--- src/rtl/core/assert_macros.svh ---
// Assertion macros used by the top level of the frame decoder.
`ifndef ASSERT_MACROS_SVH
`define ASSERT_MACROS_SVH

// Concurrent property checked on every rising clock edge outside reset.
`define ASSERT_ALWAYS(label, clk, rst_n, prop, msg) \
	label: assert property (@(posedge clk) disable iff (!rst_n) (prop)) \
		else $error(msg);

// Implication whose consequent is checked in the cycle after the antecedent.
`define ASSERT_NEXT(label, clk, rst_n, ante, cons, msg) \
	label: assert property (@(posedge clk) disable iff (!rst_n) (ante) |=> (cons)) \
		else $error(msg);

`endif

--- src/rtl/core/owhfd_pkg.sv ---
// Package with the constants and codes of the single-wire frame decoder.
`timescale 1ns / 1ps

package owhfd_pkg;

	localparam int FRAME_BITS = 40;
	localparam int CNT_W      = 6;
	localparam int PADDR_W    = 3;

	// Operation codes of an input beat.
	localparam logic OP_START   = 1'b0;
	localparam logic OP_CAPTURE = 1'b1;

	// Result status codes.
	localparam logic [1:0] ST_OK       = 2'd0;
	localparam logic [1:0] ST_TIMING   = 2'd1;
	localparam logic [1:0] ST_CHECKSUM = 2'd2;

	// Register map (byte addresses).
	localparam logic [PADDR_W-1:0] ADDR_SENSOR_TYPE = 3'd0;

	// Gap windows in timer ticks.
	localparam logic [15:0] START_MIN = 16'd120;
	localparam logic [15:0] START_MAX = 16'd200;
	localparam logic [15:0] IDLE_MAX  = 16'd40;
	localparam logic [15:0] ZERO_MIN  = 16'd70;
	localparam logic [15:0] ZERO_MAX  = 16'd100;
	localparam logic [15:0] ONE_MIN   = 16'd110;
	localparam logic [15:0] ONE_MAX   = 16'd150;

	localparam logic SENSOR_TYPE_RESET = 1'b1;

endpackage

--- src/rtl/core/onewire_humidity_frame_decoder.sv ---
// Top level of the single-wire humidity and temperature frame decoder.
`timescale 1ns / 1ps

// The decoder takes one beat per clock cycle unless the input stalls: a start
// beat or a 16-bit edge capture time. Each beat is held in an input register
// and then handled by the gap classifier, which updates the receive state and,
// on a timing error or after the fortieth data bit, loads the result register.
// The sustained rate is one beat per cycle, set by the input and result
// registers, while the sink does not stall. The input stalls only while a beat
// waits in the input register behind a result that the sink is stalling.
// sensor_type is written over the APB port at byte address 0 and must be
// written only while no frame is in flight.
`include "assert_macros.svh"

module onewire_humidity_frame_decoder (
	input  logic                              clk,
	input  logic                              arst_n,
	// Input channel
	input  logic                              in_valid,
	output logic                              in_stall,
	input  logic                              op,
	input  logic [15:0]                       capture_time,
	// Result channel
	output logic                              out_valid,
	input  logic                              out_stall,
	output logic [1:0]                        status,
	output logic [15:0]                       humidity,
	output logic signed [15:0]                temperature,
	// Configuration port
	input  logic                              psel,
	input  logic                              penable,
	input  logic                              pwrite,
	input  logic [owhfd_pkg::PADDR_W-1:0]     paddr,
	input  logic [31:0]                       pwdata,
	output logic [31:0]                       prdata,
	output logic                              pready
);

	// Configuration register
	logic sensor_type_q;

	assign pready = 1'b1;

	always_ff @(posedge clk or negedge arst_n) begin
		if (!arst_n) begin
			sensor_type_q <= owhfd_pkg::SENSOR_TYPE_RESET;
		end else if (psel && penable && pwrite && pready &&
			paddr == owhfd_pkg::ADDR_SENSOR_TYPE) begin
			sensor_type_q <= pwdata[0];
		end
	end

	always_comb begin
		prdata = 32'd0;
		if (paddr == owhfd_pkg::ADDR_SENSOR_TYPE) begin
			prdata[0] = sensor_type_q;
		end
	end

	// Input register
	logic        valid_s1;
	logic        op_s1;
	logic [15:0] cap_s1;
	logic        advance;
	logic        fire;
	logic        in_accept;

	assign advance   = !(out_valid && out_stall);
	assign in_stall  = valid_s1 && !advance;
	assign in_accept = in_valid && !in_stall;
	assign fire      = valid_s1 && advance;

	always_ff @(posedge clk or negedge arst_n) begin
		if (!arst_n) begin
			valid_s1 <= 1'b0;
		end else if (in_accept) begin
			valid_s1 <= 1'b1;
		end else if (fire) begin
			valid_s1 <= 1'b0;
		end
	end

	always_ff @(posedge clk) begin
		if (in_accept) begin
			op_s1  <= op;
			cap_s1 <= capture_time;
		end
	end

	// Receive state
	logic                          receiving_q;
	logic                          seen_start_q;
	logic [owhfd_pkg::CNT_W-1:0]   bit_count_q;
	logic [15:0]                   last_capture_q;
	logic [owhfd_pkg::FRAME_BITS-1:0] frame_q;

	logic                          receiving_d;
	logic                          seen_start_d;
	logic [owhfd_pkg::CNT_W-1:0]   bit_count_d;
	logic [15:0]                   last_capture_d;
	logic [owhfd_pkg::FRAME_BITS-1:0] frame_d;

	logic        emit;
	logic [1:0]  res_status;
	logic [15:0] res_hum;
	logic [15:0] res_temp;

	logic [15:0] gap;
	logic        in_start_win;
	logic        in_zero_win;
	logic        in_one_win;
	logic [owhfd_pkg::CNT_W-1:0] count_inc;
	logic [owhfd_pkg::FRAME_BITS-1:0] frame_shift;
	logic [7:0]  b0, b1, b2, b3, b4;
	logic [7:0]  sum8;
	logic [14:0] mag;
	logic [15:0] mag_ext;

	assign gap          = cap_s1 - last_capture_q;
	assign in_start_win = gap >= owhfd_pkg::START_MIN && gap <= owhfd_pkg::START_MAX;
	assign in_zero_win  = gap >= owhfd_pkg::ZERO_MIN && gap <= owhfd_pkg::ZERO_MAX;
	assign in_one_win   = gap >= owhfd_pkg::ONE_MIN && gap <= owhfd_pkg::ONE_MAX;
	assign count_inc    = bit_count_q + owhfd_pkg::CNT_W'(1);
	assign frame_shift  = {frame_q[owhfd_pkg::FRAME_BITS-2:0], in_one_win};

	// Bytes of the frame as it stands after this bit, first byte received on top.
	assign b0      = frame_shift[39:32];
	assign b1      = frame_shift[31:24];
	assign b2      = frame_shift[23:16];
	assign b3      = frame_shift[15:8];
	assign b4      = frame_shift[7:0];
	assign sum8    = b0 + b1 + b2 + b3;
	assign mag     = {b2[6:0], b3};
	assign mag_ext = {1'b0, mag};

	always_comb begin
		receiving_d    = receiving_q;
		seen_start_d   = seen_start_q;
		bit_count_d    = bit_count_q;
		last_capture_d = last_capture_q;
		frame_d        = frame_q;
		emit           = 1'b0;
		res_status     = owhfd_pkg::ST_OK;
		res_hum        = 16'd0;
		res_temp       = 16'd0;

		if (op_s1 == owhfd_pkg::OP_START) begin
			receiving_d    = 1'b1;
			seen_start_d   = 1'b0;
			bit_count_d    = '0;
			last_capture_d = 16'd0;
			frame_d        = '0;
		end else if (receiving_q) begin
			last_capture_d = cap_s1;
			if (!seen_start_q) begin
				if (in_start_win) begin
					seen_start_d = 1'b1;
				end else if (gap > owhfd_pkg::IDLE_MAX) begin
					emit       = 1'b1;
					res_status = owhfd_pkg::ST_TIMING;
				end
			end else if (in_zero_win || in_one_win) begin
				frame_d     = frame_shift;
				bit_count_d = count_inc;
				if (count_inc == owhfd_pkg::CNT_W'(owhfd_pkg::FRAME_BITS)) begin
					emit = 1'b1;
					if (sum8 != b4) begin
						res_status = owhfd_pkg::ST_CHECKSUM;
					end else if (!sensor_type_q) begin
						// Integer format: byte times ten, as 8x + 2x.
						res_hum  = {5'd0, b0, 3'd0} + {7'd0, b0, 1'b0};
						res_temp = {5'd0, b2, 3'd0} + {7'd0, b2, 1'b0};
					end else begin
						res_hum  = {b0, b1};
						// Sign-magnitude; a negative zero comes out as zero.
						res_temp = b2[7] ? (16'd0 - mag_ext) : mag_ext;
					end
				end
			end else begin
				emit       = 1'b1;
				res_status = owhfd_pkg::ST_TIMING;
			end
			if (emit) begin
				receiving_d = 1'b0;
			end
		end
	end

	always_ff @(posedge clk or negedge arst_n) begin
		if (!arst_n) begin
			receiving_q    <= 1'b0;
			seen_start_q   <= 1'b0;
			bit_count_q    <= '0;
			last_capture_q <= 16'd0;
			frame_q        <= '0;
		end else if (fire) begin
			receiving_q    <= receiving_d;
			seen_start_q   <= seen_start_d;
			bit_count_q    <= bit_count_d;
			last_capture_q <= last_capture_d;
			frame_q        <= frame_d;
		end
	end

	// Result register
	logic        out_valid_q;
	logic [1:0]  status_q;
	logic [15:0] humidity_q;
	logic [15:0] temperature_q;
	logic        res_load;

	assign res_load = fire && emit;

	always_ff @(posedge clk or negedge arst_n) begin
		if (!arst_n) begin
			out_valid_q <= 1'b0;
		end else if (res_load) begin
			out_valid_q <= 1'b1;
		end else if (out_valid_q && !out_stall) begin
			out_valid_q <= 1'b0;
		end
	end

	always_ff @(posedge clk) begin
		if (res_load) begin
			status_q      <= res_status;
			humidity_q    <= res_hum;
			temperature_q <= res_temp;
		end
	end

	assign out_valid   = out_valid_q;
	assign status      = status_q;
	assign humidity    = humidity_q;
	assign temperature = signed'(temperature_q);

	// Checks
	`ASSERT_ALWAYS(a_err_zero_payload, clk, arst_n,
		!out_valid_q || status_q == owhfd_pkg::ST_OK ||
		(humidity_q == 16'd0 && temperature_q == 16'd0),
		"error result carries a nonzero payload")
	`ASSERT_NEXT(a_result_idles, clk, arst_n, res_load, !receiving_q,
		"receiver still active after a result")
	`ASSERT_ALWAYS(a_count_bound, clk, arst_n,
		bit_count_q <= owhfd_pkg::CNT_W'(owhfd_pkg::FRAME_BITS),
		"bit count beyond frame length")
	`ASSERT_NEXT(a_stall_holds_beat, clk, arst_n, valid_s1 && !advance,
		valid_s1 && $stable(cap_s1) && $stable(op_s1),
		"buffered beat lost while result is stalled")

endmodule
--- config.mk ---
export PLATFORM = sky130hd
export DESIGN_NAME = onewire_humidity_frame_decoder
export DESIGN_NICKNAME = d
export VERILOG_FILES = /design/src/rtl/core/owhfd_pkg.sv /design/src/rtl/core/onewire_humidity_frame_decoder.sv
export VERILOG_INCLUDE_DIRS = /design/src /design/src/rtl/core
export SDC_FILE = /design/constraint.sdc
export NUM_CORES = 1
export LEC_CHECK = 0
export BUFFER_PORTS_ARGS = -buffer_cell sky130_fd_sc_hd__buf_2
export CAP_MARGIN = 20
export CORE_UTILIZATION = 61
export DETAILED_ROUTE_END_ITERATION = 7
export PLACE_DENSITY = 0.86
export SLEW_MARGIN = 20
export SYNTH_ARGS = -nofsm -noshare
export SYNTH_HDL_FRONTEND = slang
export SYNTH_SLANG_ARGS = --single-unit
--- constraint.sdc ---
create_clock -name clk -period 11.81 [get_ports clk]
set_input_delay 1.7715 -clock clk [delete_from_list [all_inputs] [get_ports clk]]
set_output_delay 1.7715 -clock clk [all_outputs]
set_load 0.1 [all_outputs]
==> summary.txt, run 1 <==
status -> complete, but fails checks
failing checks -> DRC
number of setup buffers added after CTS -> 0
total gr overflow -> 0
port buffer count -> 64
Syn Inst Count -> 669
Max clock buf depth -> 2
global-route wire length before repair -> 23800 microns
sequential fraction of the synthesis area -> 0.435
maximum vdd drop -> 0.135 mV
clk root buf -> clkbuf_16
global placement routability congestion -> 0.861
Tightest Pin Transition -> 858 ps
Max-Cap Viols -> 0
worst-path fanout max -> 22
# H-tree levels -> 4
initial antenna violation count -> 0
largest net degree at the start of global routing -> 67
Max Used Layer -> met4
ant diodes -> 0
final setup vio count -> 0
synthesized area per cell -> 11.0 sq um
Final Core Density -> 0.711
Final Slew Violations -> 0
TritonCTS clock tree -> yes
Initial Util -> 0.634
via count -> 5278
Final Net Count -> 837
crit path DAT -> 4680 ps
Met2 Wirelength -> 7420 microns
Detailed Route Iter0 Violations -> 381
vias per cell -> 5.99
clk_skew -> 7.25 ps
Leakage -> 3.79 nW
routed wire length -> 14600 microns
Worst Hold Class -> reg -> reg
vias in the first global route -> 5147
IO Pins -> 128
Die Ht -> 112 microns
fmax -> 0.225 GHz
Cell Pwr Density -> 149 nW/um^2
dpl hpwl -> 9940 microns
Tcrit/Tclk final -> 0.377
Worst slew margin -> 0.428
die area -> 12500 sq um
DR pass1 iterations -> 8
GRT Total Usage -> 0.243
number of gates resized after cts -> 0
metal3 WL -> 747 microns
#FFs+latches synth -> 117
drc violations -> 6
Site Rows -> 39
Synth Cell Area -> 7330 sq um
area delta synth->final -> 12.2%
CP endpoint kind -> register
Die X -> 112 microns
clock transition at the registers of the reported paths -> 60 ps
routed length on met1 -> 6140 microns
Post-synth EDFFs -> 51
cts-stage hold buffer count -> 0
Sum Neg Setup Slack -> 0 ps
Place WS -> 6850 ps
Core ar. -> 11600 sq um
crit path kind -> reg -> reg
Post-synth ARST share -> 0.564
Yosys Warn Count -> 0
Main synth FF type -> dfrtp_1
Routed Antenna Nets -> 0
RSZ-0062 raised after global routing -> false
post-DR wirelength/cell -> 16.6 microns
TritonCTS sink count -> 117
clk_lat worst skew -> 420 ps
setup slack after layout -> 7360 ps
CTS Buf Count -> 17
CP startpoint kind -> register
post-synth cell types -> 72
final worst path period need -> 4450 ps
share of cells above drive strength 1 -> 0.173
Req. time, crit path -> 12040 ps
Final Hold Vio Count -> 0
-- layout make-up --
| cell class | instances | area, sq um |
|---|---|---|
| Clock buffer | 26 | 553 |
| Clock inverter | 6 | 36.3 |
| Fill cell | 781 | 3350 |
| Inverter | 42 | 158 |
| Multi-Input combinational cell | 478 | 3700 |
| Sequential cell | 117 | 3180 |
| Tap cell | 143 | 179 |
| Timing Repair Buffer | 69 | 405 |
-- stage by stage --
step / area [sq um] / cells / power [W] / hold slack (ps)
global placement: 7550 / 846 / 0.000717 / 472
global route: 8220 / 881 / 0.00127 / 510
detailed placement: 7570 / 847 / 0.000727 / 481
floorplan: 7440 / 699 / 0.000692 / 454
finish: 8220 / 881 / 0.00122 / 494
CTS: 8160 / 879 / 0.00123 / 500
-- cell families after synthesis --
| logic type | synth area share |
|---|---|
| AOI/OAI and AO/OA | 0.186 |
| muxes | 0.0128 |
| other | 0.00102 |
| buffers and inverters | 0.0786 |
| xor gates and xnor gates | 0.0526 |
| DFF | 0.435 |
| and+or+nand+nor | 0.126 |
| adders and majority gates | 0.108 |
-- synth_stat cells (5+ instances only) --
master     n  share of area
dfrtp_1   65           0.22
a22o_1    54          0.065
edfxtp_1  51           0.21
inv_1     42          0.022
nor2_1    40          0.020
ha_1      36          0.061
buf_4     34          0.035
a21oi_1   29          0.020
xnor2_1   26          0.031
nand2_1   24          0.012
xor2_1    18          0.022
a21o_1    17          0.017
fa_1      17          0.046
o21ai_0   17          0.012
nor2b_1   15          0.013
nand3_1   13         0.0089
clkbuf_1  12         0.0061
and2_1    10         0.0085
nor3_2    10          0.014
and3_1     8         0.0068
nand2b_1   8         0.0068
or4_1      7         0.0072
a221o_1    6         0.0082
buf_2      6         0.0041
buf_6      6         0.0092
mux2i_1    6         0.0082
nand4_1    5         0.0043
nor3_1     5         0.0034
o31ai_1    5         0.0051
-- power breakdown --
group,internal [W],switching [W]
clock,0.000321,0.000175
combinational,0.0000780,0.000190
sequential,0.000444,0.0000175
total,0.000843,0.000382
-- placed cells by master, fill, tap and decap left out, types with 24 or more instances in the layout --
cell type and n:
a21oi_1 29, a22o_1 54, buf_2 64, conb_1 32
dfrtp_1 65, edfxtp_1 51, ha_1 36, inv_1 42
nand2_1 24, nor2_1 40, xnor2_1 26
-- layer usage --
metal / track usage / vias to the layer above
met4: 0.105 / 0
met5: 0 / -
met2: 0.413 / 177
li1: - / 2506
met3: 0.0621 / 32
met1: 0.295 / 2563
-- worst max-delay path: stages (launching register included) --
cell and delay (ps):
dfrtp_1 580, fa_1 520, fa_1 520, ha_1 170, inv_1 50, fa_1 410
nor2b_1 120, o21ai_0 80, nand2b_1 120, a21o_1 130, a21oi_1 70, xnor2_1 130
nor4_1 380, nand4_2 410, buf_16 310, a211oi_1 240
-- worst paths after layout --
check	from	to	slack [ps]	cells after the start
max in group asynchronous	arst_n	frame_q[10]	9700	2
min in group asynchronous	arst_n	last_capture_q[10]	1540	2
hold / removal	last_capture_q[10]	last_capture_q[10]	490	1
setup / recovery	frame_q[16]	temperature[1]	7360	15
hold reg to reg	last_capture_q[10]	last_capture_q[10]	490	1
setup reg to reg	frame_q[16]	temperature[1]	7360	15
-- state kept, by name (all words and copies together) (netlist names) --
name            count
last_capture_q     16
status              2
seen_start_q        1
cap_s1             16
receiving_q         1
op_s1               1
sensor_type_q       1
frame_q            39
out_valid           1
bit_count_q         6
humidity           16
temperature        16
valid_s1            1
(Power assumes the default switching activity.)
==> run 2, diff against run 1 <==
ABC_AREA = 1   (was not set)
CORE_UTILIZATION = 58   (was 61)
PLACE_DENSITY = 0.82   (was 0.86)
clock period = 4.48 ns   (was 11.81 ns; I/O delays follow)
==> run 2 against run 1 <==
Net effect: the run now ends clean; routed wire length grew 12%; first-iteration DRC count grew 45%; global-route usage grew 0.49 points; sequential cell count is the same; design area grew 6.8%; register-to-register slack lost 6900 ps; fmax grew 11%; utilization shrank 4.8 points; clock skew grew 6.0 ps; synthesized cell count grew 48%.
==> summary.txt, run 2 <==
status -> finished, final reports clean (was complete, but fails checks)
synthesized area per cell -> 7.98 sq um (was 11.0 sq um)
Tcrit/Tclk final -> 0.896 (was 0.377)
Seq pwr share -> 0.360 (was 0.376)
Syn Inst Count -> 990 (was 669)
CP delay by family, top -> adder cells (unchanged)
Final Net Count -> 1167 (was 837)
# H-tree levels -> 4 (unchanged)
dpl hpwl -> 11600 microns (was 9940 microns)
most frequent cells in the layout -> nand2_1 (317), inv_1 (120), nor2_1 (74), dfrtp_1 (65), buf_2 (64) (was dfrtp_1 (65), buf_2 (64), a22o_1 (54), edfxtp_1 (51), inv_1 (42))
setup slack after layout -> 464 ps (was 7360 ps)
drc violations -> 0 (was 6)
Yosys top cell by area -> dfrtp_1 (unchanged)
Internal Power -> 0.00219 W (was 0.000843 W)
share of cells above drive strength 1 -> 0.149 (was 0.173)
post-synth cell types -> 43 (was 72)
largest net degree at the start of global routing -> 46 (was 67)
post-synthesis xor/xnor area fraction -> 0.0310 (was 0.0526)
Buffers & Inverters on Critical Path -> 1 (was 2)
CP startpoint kind -> register (unchanged)
IO Pins -> 128 (unchanged)
#FFs+latches synth -> 117 (unchanged)
Post-synth EDFFs -> 51 (unchanged)
vias per cell -> 5.20 (was 5.99)
Die X -> 119 microns (was 112 microns)
RSZ-0062 raised after global routing -> false (unchanged)
Yosys Warn Count -> 0 (unchanged)
Core ar. -> 13200 sq um (was 11600 sq um)
Final Cell Area -> 8780 sq um (was 8220 sq um)
Worst slew margin -> 0.431 (was 0.428)
commonest non-fill, non-tap cell in the layout -> nand2_1 (was dfrtp_1)
total gr overflow -> 0 (unchanged)
Die Ht -> 119 microns (was 112 microns)
routed length on met1 -> 6810 microns (was 6140 microns)
Final Slew Violations -> 0 (unchanged)
Max-Cap Viols -> 0 (unchanged)
Synth Area in Compound Gates -> 0.0671 (was 0.186)
DR pass1 iterations -> 6 (was 8)
total power -> 0.00337 W (was 0.00122 W)
GRT Total Usage -> 0.248 (was 0.243)
crit path DAT -> 4270 ps (was 4680 ps)
Place WS -> 474 ps (was 6850 ps)
Synth Cell Area -> 7910 sq um (was 7330 sq um)
Routed Antenna Nets -> 0 (unchanged)
worst-path fanout max -> 21 (was 22)
switch share -> 0.350 (was 0.312)
Site Rows -> 42 (was 39)
Initial Util -> 0.597 (was 0.634)
clk_lat worst skew -> 430 ps (was 420 ps)
final worst path period need -> 4020 ps (was 4450 ps)
largest incremental delay on the critical path -> 520 ps (was 580 ps)
final setup vio count -> 0 (unchanged)
Met2 Wirelength -> 8030 microns (was 7420 microns)
crit path kind -> reg -> reg (unchanged)
slowest CP cell -> fa_1 (was dfrtp_1)
simple-gate portion of the synthesized area -> 0.289 (was 0.126)
Clk pwr share -> 0.395 (was 0.405)
port buffer count -> 64 (unchanged)
combinational fraction of design power -> 0.245 (was 0.218)
Cell Pwr Density -> 384 nW/um^2 (was 149 nW/um^2)
global placement routability congestion -> 0.910 (was 0.861)
metal3 WL -> 1070 microns (was 747 microns)
largest family of logic cells by synthesized area -> simple AND/OR/NAND/NOR gates (was compound AO/OA/AOI/OAI gates)
sequential fraction of the synthesis area -> 0.403 (was 0.435)
die area -> 14100 sq um (was 12500 sq um)
Detailed Route Iter0 Violations -> 554 (was 381)
most common cell in the synthesized netlist -> nand2_1 (was dfrtp_1)
post-synthesis mux area share -> 0 (was 0.0128)
number of gates resized after cts -> 0 (unchanged)
Max clock buf depth -> 2 (unchanged)
Yosys top cell area share -> 0.206 (was 0.222)
Req. time, crit path -> 4740 ps (was 12040 ps)
clk root buf -> clkbuf_16 (unchanged)
filler cell count -> 1084 (was 781)
via count -> 6471 (was 5278)
clk_skew -> 13.3 ps (was 7.25 ps)
ant diodes -> 0 (unchanged)
CP endpoint kind -> register (unchanged)
clock transition at the registers of the reported paths -> 60 ps (about the same)
Sum Neg Setup Slack -> 0 ps (unchanged)
initial antenna violation count -> 0 (unchanged)
max reg flops -> 39 (unchanged)
routed wire length -> 16400 microns (was 14600 microns)
cts-stage hold buffer count -> 0 (unchanged)
Post-synth ARST share -> 0.564 (unchanged)
Post-Synth Adder-Cell Area -> 0.100 (was 0.108)
Largest Register -> frame_q (unchanged)
TritonCTS sink count -> 117 (unchanged)
P_sw -> 0.00118 W (was 0.000382 W)
top cells by area, synth -> dfrtp_1 (21%), edfxtp_1 (19%), nand2_1 (15%), ha_1 (5.7%), inv_1 (5.7%) (was dfrtp_1 (22%), edfxtp_1 (21%), a22o_1 (6.5%), ha_1 (6.1%), fa_1 (4.6%))
number of setup buffers added after CTS -> 0 (unchanged)
Main synth FF type -> dfrtp_1 (unchanged)
TritonCTS clock tree -> yes (unchanged)
Worst Hold Class -> in -> async (was reg -> reg)
placed inst area -> 8200 sq um (was 7570 sq um)
fmax -> 0.249 GHz (was 0.225 GHz)
area delta synth->final -> 11.0% (was 12.2%)
Final Hold Vio Count -> 0 (unchanged)
vias in the first global route -> 6058 (was 5147)
Critical Path Most Common Cell -> fa_1 (unchanged)
Tightest Pin Transition -> 854 ps (was 858 ps)
maximum vdd drop -> 0.281 mV (was 0.135 mV)
top cells by count, synth -> nand2_1 (317), inv_1 (120), nor2_1 (74), dfrtp_1 (65), edfxtp_1 (51) (was dfrtp_1 (65), a22o_1 (54), edfxtp_1 (51), inv_1 (42), nor2_1 (40))
Max Used Layer -> met4 (unchanged)
Leakage -> 4.55 nW (was 3.79 nW)
post-DR wirelength/cell -> 13.2 microns (was 16.6 microns)
global-route wire length before repair -> 27400 microns (was 23800 microns)
CTS Buf Count -> 17 (unchanged)
CP Cell Sequence -> fa_1 -> fa_1 -> ha_1 -> inv_1 -> fa_1 -> o21ai_0 -> xor2_1 -> o21ai_0 -> nor2_1 -> nand2_1 -> nor2_1 -> nand2_1 -> nor2_4 -> nand2_2 -> a21oi_2 (was fa_1 -> fa_1 -> ha_1 -> inv_1 -> fa_1 -> nor2b_1 -> o21ai_0 -> nand2b_1 -> a21o_1 -> a21oi_1 -> xnor2_1 -> nor4_1 -> nand4_2 -> buf_16 -> a211oi_1)
## run 2: changes by cell type in the layout (fill, tap and decap cells not counted), sizes merged, moves of 9 or more
cell,previous run,this run
a21oi,31,44
nor2b,15,0
o21ai,21,37
nor2,41,83
nand2,25,346
xnor2,26,11
a22o,54,1
inv,43,127
nand3,13,51
a21o,17,0
clkbuf,26,17
## run 2: layout make-up
| type | instances | area, sq um | area share |
|---|---|---|---|
| tap | 176 | 220 | 0.0251 |
| inverter | 123 | 462 | 0.0526 |
| timing repair buffer | 69 | 358 | 0.0408 |
| multi-input combinational | 727 | 3970 | 0.453 |
| sequential | 117 | 3180 | 0.363 |
| clock buffer | 17 | 425 | 0.0485 |
| clock inverter | 15 | 154 | 0.0175 |
## run 2: logic make-up after synthesis
logic type / after synthesis
xor+xnor: 28
flops: 117
other cells: 2
buf+inv: 176
fa+ha+maj: 53
compound gates: 94
simple gates: 520
## run 2: final timing paths
path                            startpoint                 to  slack (ps)  cells after the start
min reg2reg                      cap_s1[7]  last_capture_q[7]         490                      2
min                                 arst_n        frame_q[18]         350                      1
max                             frame_q[8]     temperature[3]         460                     15
max reg2reg                     frame_q[8]     temperature[3]         460                     15
max in group asynchronous           arst_n          out_valid        3170                      2
min in group clk           capture_time[5]          cap_s1[5]         420                      1
## run 2: power by group through the flow
| stage | clock (W) | combinational [W] | sequential (W) |
|---|---|---|---|
| finish | 0.00133 | 0.000827 | 0.00121 |
| detailed placement | 0 | 0.000815 | 0.00123 |
| global route | 0.00139 | 0.000914 | 0.00122 |
| global placement | 0 | 0.000801 | 0.00123 |
| floorplan | 0 | 0.000640 | 0.00129 |
| CTS | 0.00134 | 0.000824 | 0.00121 |
## run 2: metrics by stage
stage                     instances  utilization  hold WS [ps]
after floorplan                1020            -           376
after global placement         1212        0.619           474
after detailed placement       1212        0.619           485
after CTS                      1244        0.663           371
after global routing           1244        0.663           406
final                          1244        0.663           351
## run 2: per-layer routing
| layer | global-route usage | up-vias |
|---|---|---|
| met4 | 0.127 | 0 |
| met5 | 0 | - |
| met1 | 0.299 | 2987 |
| met2 | 0.415 | 234 |
| li1 | - | 3213 |
| met3 | 0.0584 | 37 |
==> run 3, diff against run 2 <==
CORE_MARGIN = 4   (was not set)
==> run 3 against run 2 <==
Net effect: power fell by 0.30%; die area up 10%; sequential cell count unchanged; final cell count hardly changed; global-route usage shrank 2.7 points; register-to-register slack improved by 40 ps; routed wire length up 1.2%; fmax is 0.97% higher; critical endpoint is now temperature[1]; highest routed layer unchanged.
==> summary.txt, run 3 (synthesis gave the netlist of run 2 again) <==
ant diodes -> 0 (unchanged)
vias per cell -> 5.17 (was 5.20)
Final Slew Violations -> 0 (unchanged)
register area -> 3180 sq um (unchanged)
Final Hold Vio Count -> 0 (unchanged)
Detailed Route Iter0 Violations -> 528 (was 554)
post-DR wirelength/cell -> 13.3 microns (was 13.2 microns)
GRT Total Usage -> 0.221 (was 0.248)
CP startpoint kind -> register (unchanged)
Largest Register -> frame_q (unchanged)
Max-Cap Viols -> 0 (unchanged)
vias in the first global route -> 6092 (was 6058)
Tcrit/Tclk final -> 0.888 (was 0.896)
Tightest Pin Transition -> 839 ps (was 854 ps)
Initial Util -> 0.595 (was 0.597)
Worst slew margin -> 0.441 (was 0.431)
Sum Neg Setup Slack -> 0 ps (unchanged)
number of gates resized after cts -> 0 (unchanged)
clk_skew -> 12.2 ps (was 13.3 ps)
routed wire length -> 16600 microns (was 16400 microns)
# H-tree levels -> 4 (unchanged)
cts-stage hold buffer count -> 0 (unchanged)
worst-path fanout max -> 21 (unchanged)
clk_lat worst skew -> 430 ps (about the same)
fmax -> 0.251 GHz (was 0.249 GHz)
largest net degree at the start of global routing -> 46 (unchanged)
DR pass1 iterations -> 6 (unchanged)
max reg flops -> 39 (unchanged)
filler cell count -> 1078 (was 1084)
clock transition at the registers of the reported paths -> 60 ps (about the same)
Worst Hold Class -> in -> async (unchanged)
maximum vdd drop -> 0.283 mV (was 0.281 mV)
CP endpoint kind -> register (unchanged)
Worst R2R Path Depth -> 15 (unchanged)
Die Ht -> 125 microns (was 119 microns)
Placed Instances -> 1213 (was 1212)
global placement routability congestion -> 0.866 (was 0.910)
RSZ-0062 raised after global routing -> false (unchanged)
final worst path period need -> 3980 ps (was 4020 ps)
crit path DAT -> 4240 ps (was 4270 ps)
status -> finished, final reports clean (unchanged)
TritonCTS sink count -> 117 (unchanged)
most frequent cells in the layout -> nand2_1 (317), inv_1 (120), nor2_1 (74), dfrtp_1 (65), buf_2 (64) (unchanged)
Site Rows -> 42 (unchanged)
fin cells -> 1245 (was 1244)
share of cells above drive strength 1 -> 0.149 (about the same)
Routed Antenna Nets -> 0 (unchanged)
global-route wire length before repair -> 28200 microns (was 27400 microns)
TritonCTS clock tree -> yes (unchanged)
via count -> 6438 (was 6471)
Max clock buf depth -> 2 (unchanged)
drc violations -> 0 (unchanged)
dpl hpwl -> 11900 microns (was 11600 microns)
Cell Pwr Density -> 383 nW/um^2 (was 384 nW/um^2)
CTS Buf Count -> 17 (unchanged)
Final Net Count -> 1168 (was 1167)
commonest non-fill, non-tap cell in the layout -> nand2_1 (unchanged)
initial antenna violation count -> 0 (unchanged)
Core ar. -> 13300 sq um (was 13200 sq um)
die area -> 15600 sq um (was 14100 sq um)
Req. time, crit path -> 4740 ps (about the same)
IO Pins -> 128 (unchanged)
Die X -> 125 microns (was 119 microns)
port buffer count -> 64 (unchanged)
final setup vio count -> 0 (unchanged)
total gr overflow -> 0 (unchanged)
area delta synth->final -> 11.1% (was 11.0%)
area of the multi-input gates -> 3970 sq um (unchanged)
number of setup buffers added after CTS -> 0 (unchanged)
clk root buf -> clkbuf_16 (unchanged)
Leakage -> 4.55 nW (about the same)
crit path kind -> reg -> reg (unchanged)
-- run 3: final cells by class --
type / count / share of cell area
clock buffers: 17 / 0.0484
clock inverters: 15 / 0.0177
inverters: 123 / 0.0526
multi-input cells: 727 / 0.452
flip-flops and latches: 117 / 0.362
well taps: 176 / 0.0251
repair buffers: 70 / 0.0416
-- run 3: path summary, 6_finish.rpt --
check	to	startpoint	slack (ps)
setup / recovery	temperature[1]	frame_q[8]	500
hold / removal	frame_q[27]	arst_n	340
setup reg to reg	temperature[1]	frame_q[8]	500
hold reg to reg	last_capture_q[12]	cap_s1[12]	500
max in group asynchronous	receiving_q	arst_n	3210
min in group clk	cap_s1[0]	capture_time[0]	410
-- run 3: stage by stage --
| stage | hold slack (ps) | util | instance area [sq um] | total power [W] | setup WS, ps |
|---|---|---|---|---|---|
| floorplan | 376 | - | 8020 | 0.00193 | 1020 |
| global placement | 471 | 0.617 | 8200 | 0.00204 | 557 |
| finish | 337 | 0.661 | 8780 | 0.00336 | 503 |
| CTS | 364 | 0.661 | 8780 | 0.00337 | 493 |
| global route | 390 | 0.661 | 8780 | 0.00352 | 154 |
| detailed placement | 484 | 0.617 | 8200 | 0.00205 | 522 |
-- run 3: critical path, stage by stage, from the launching register on --
cell and delay [ps]:
dfrtp_1 450, fa_1 520, fa_1 520, ha_1 170, inv_1 50, fa_1 390, o21ai_0 300, xor2_1 200
o21ai_0 100, nor2_1 110, nand2_1 50, nor2_1 100, nand2_1 90, nor2_4 170, nand2_2 340, nor3_1 240
-- run 3: per-layer routing --
layer  vias up  global-route usage  wire length, microns
met5         -                   0                     0
met4         0              0.0864                   352
met3        35              0.0549                  1120
met2       214               0.359                  7920
met1      2973               0.285                  7190
li1       3216                   -                     -
-- run 3: power breakdown --
group	leakage (nW)	switching [W]	internal (W)	total (W)
logic	2.86	0.000625	0.000197	0.000822
clock network	0.271	0.000511	0.000817	0.00133
registers	1.42	0.0000370	0.00118	0.00121
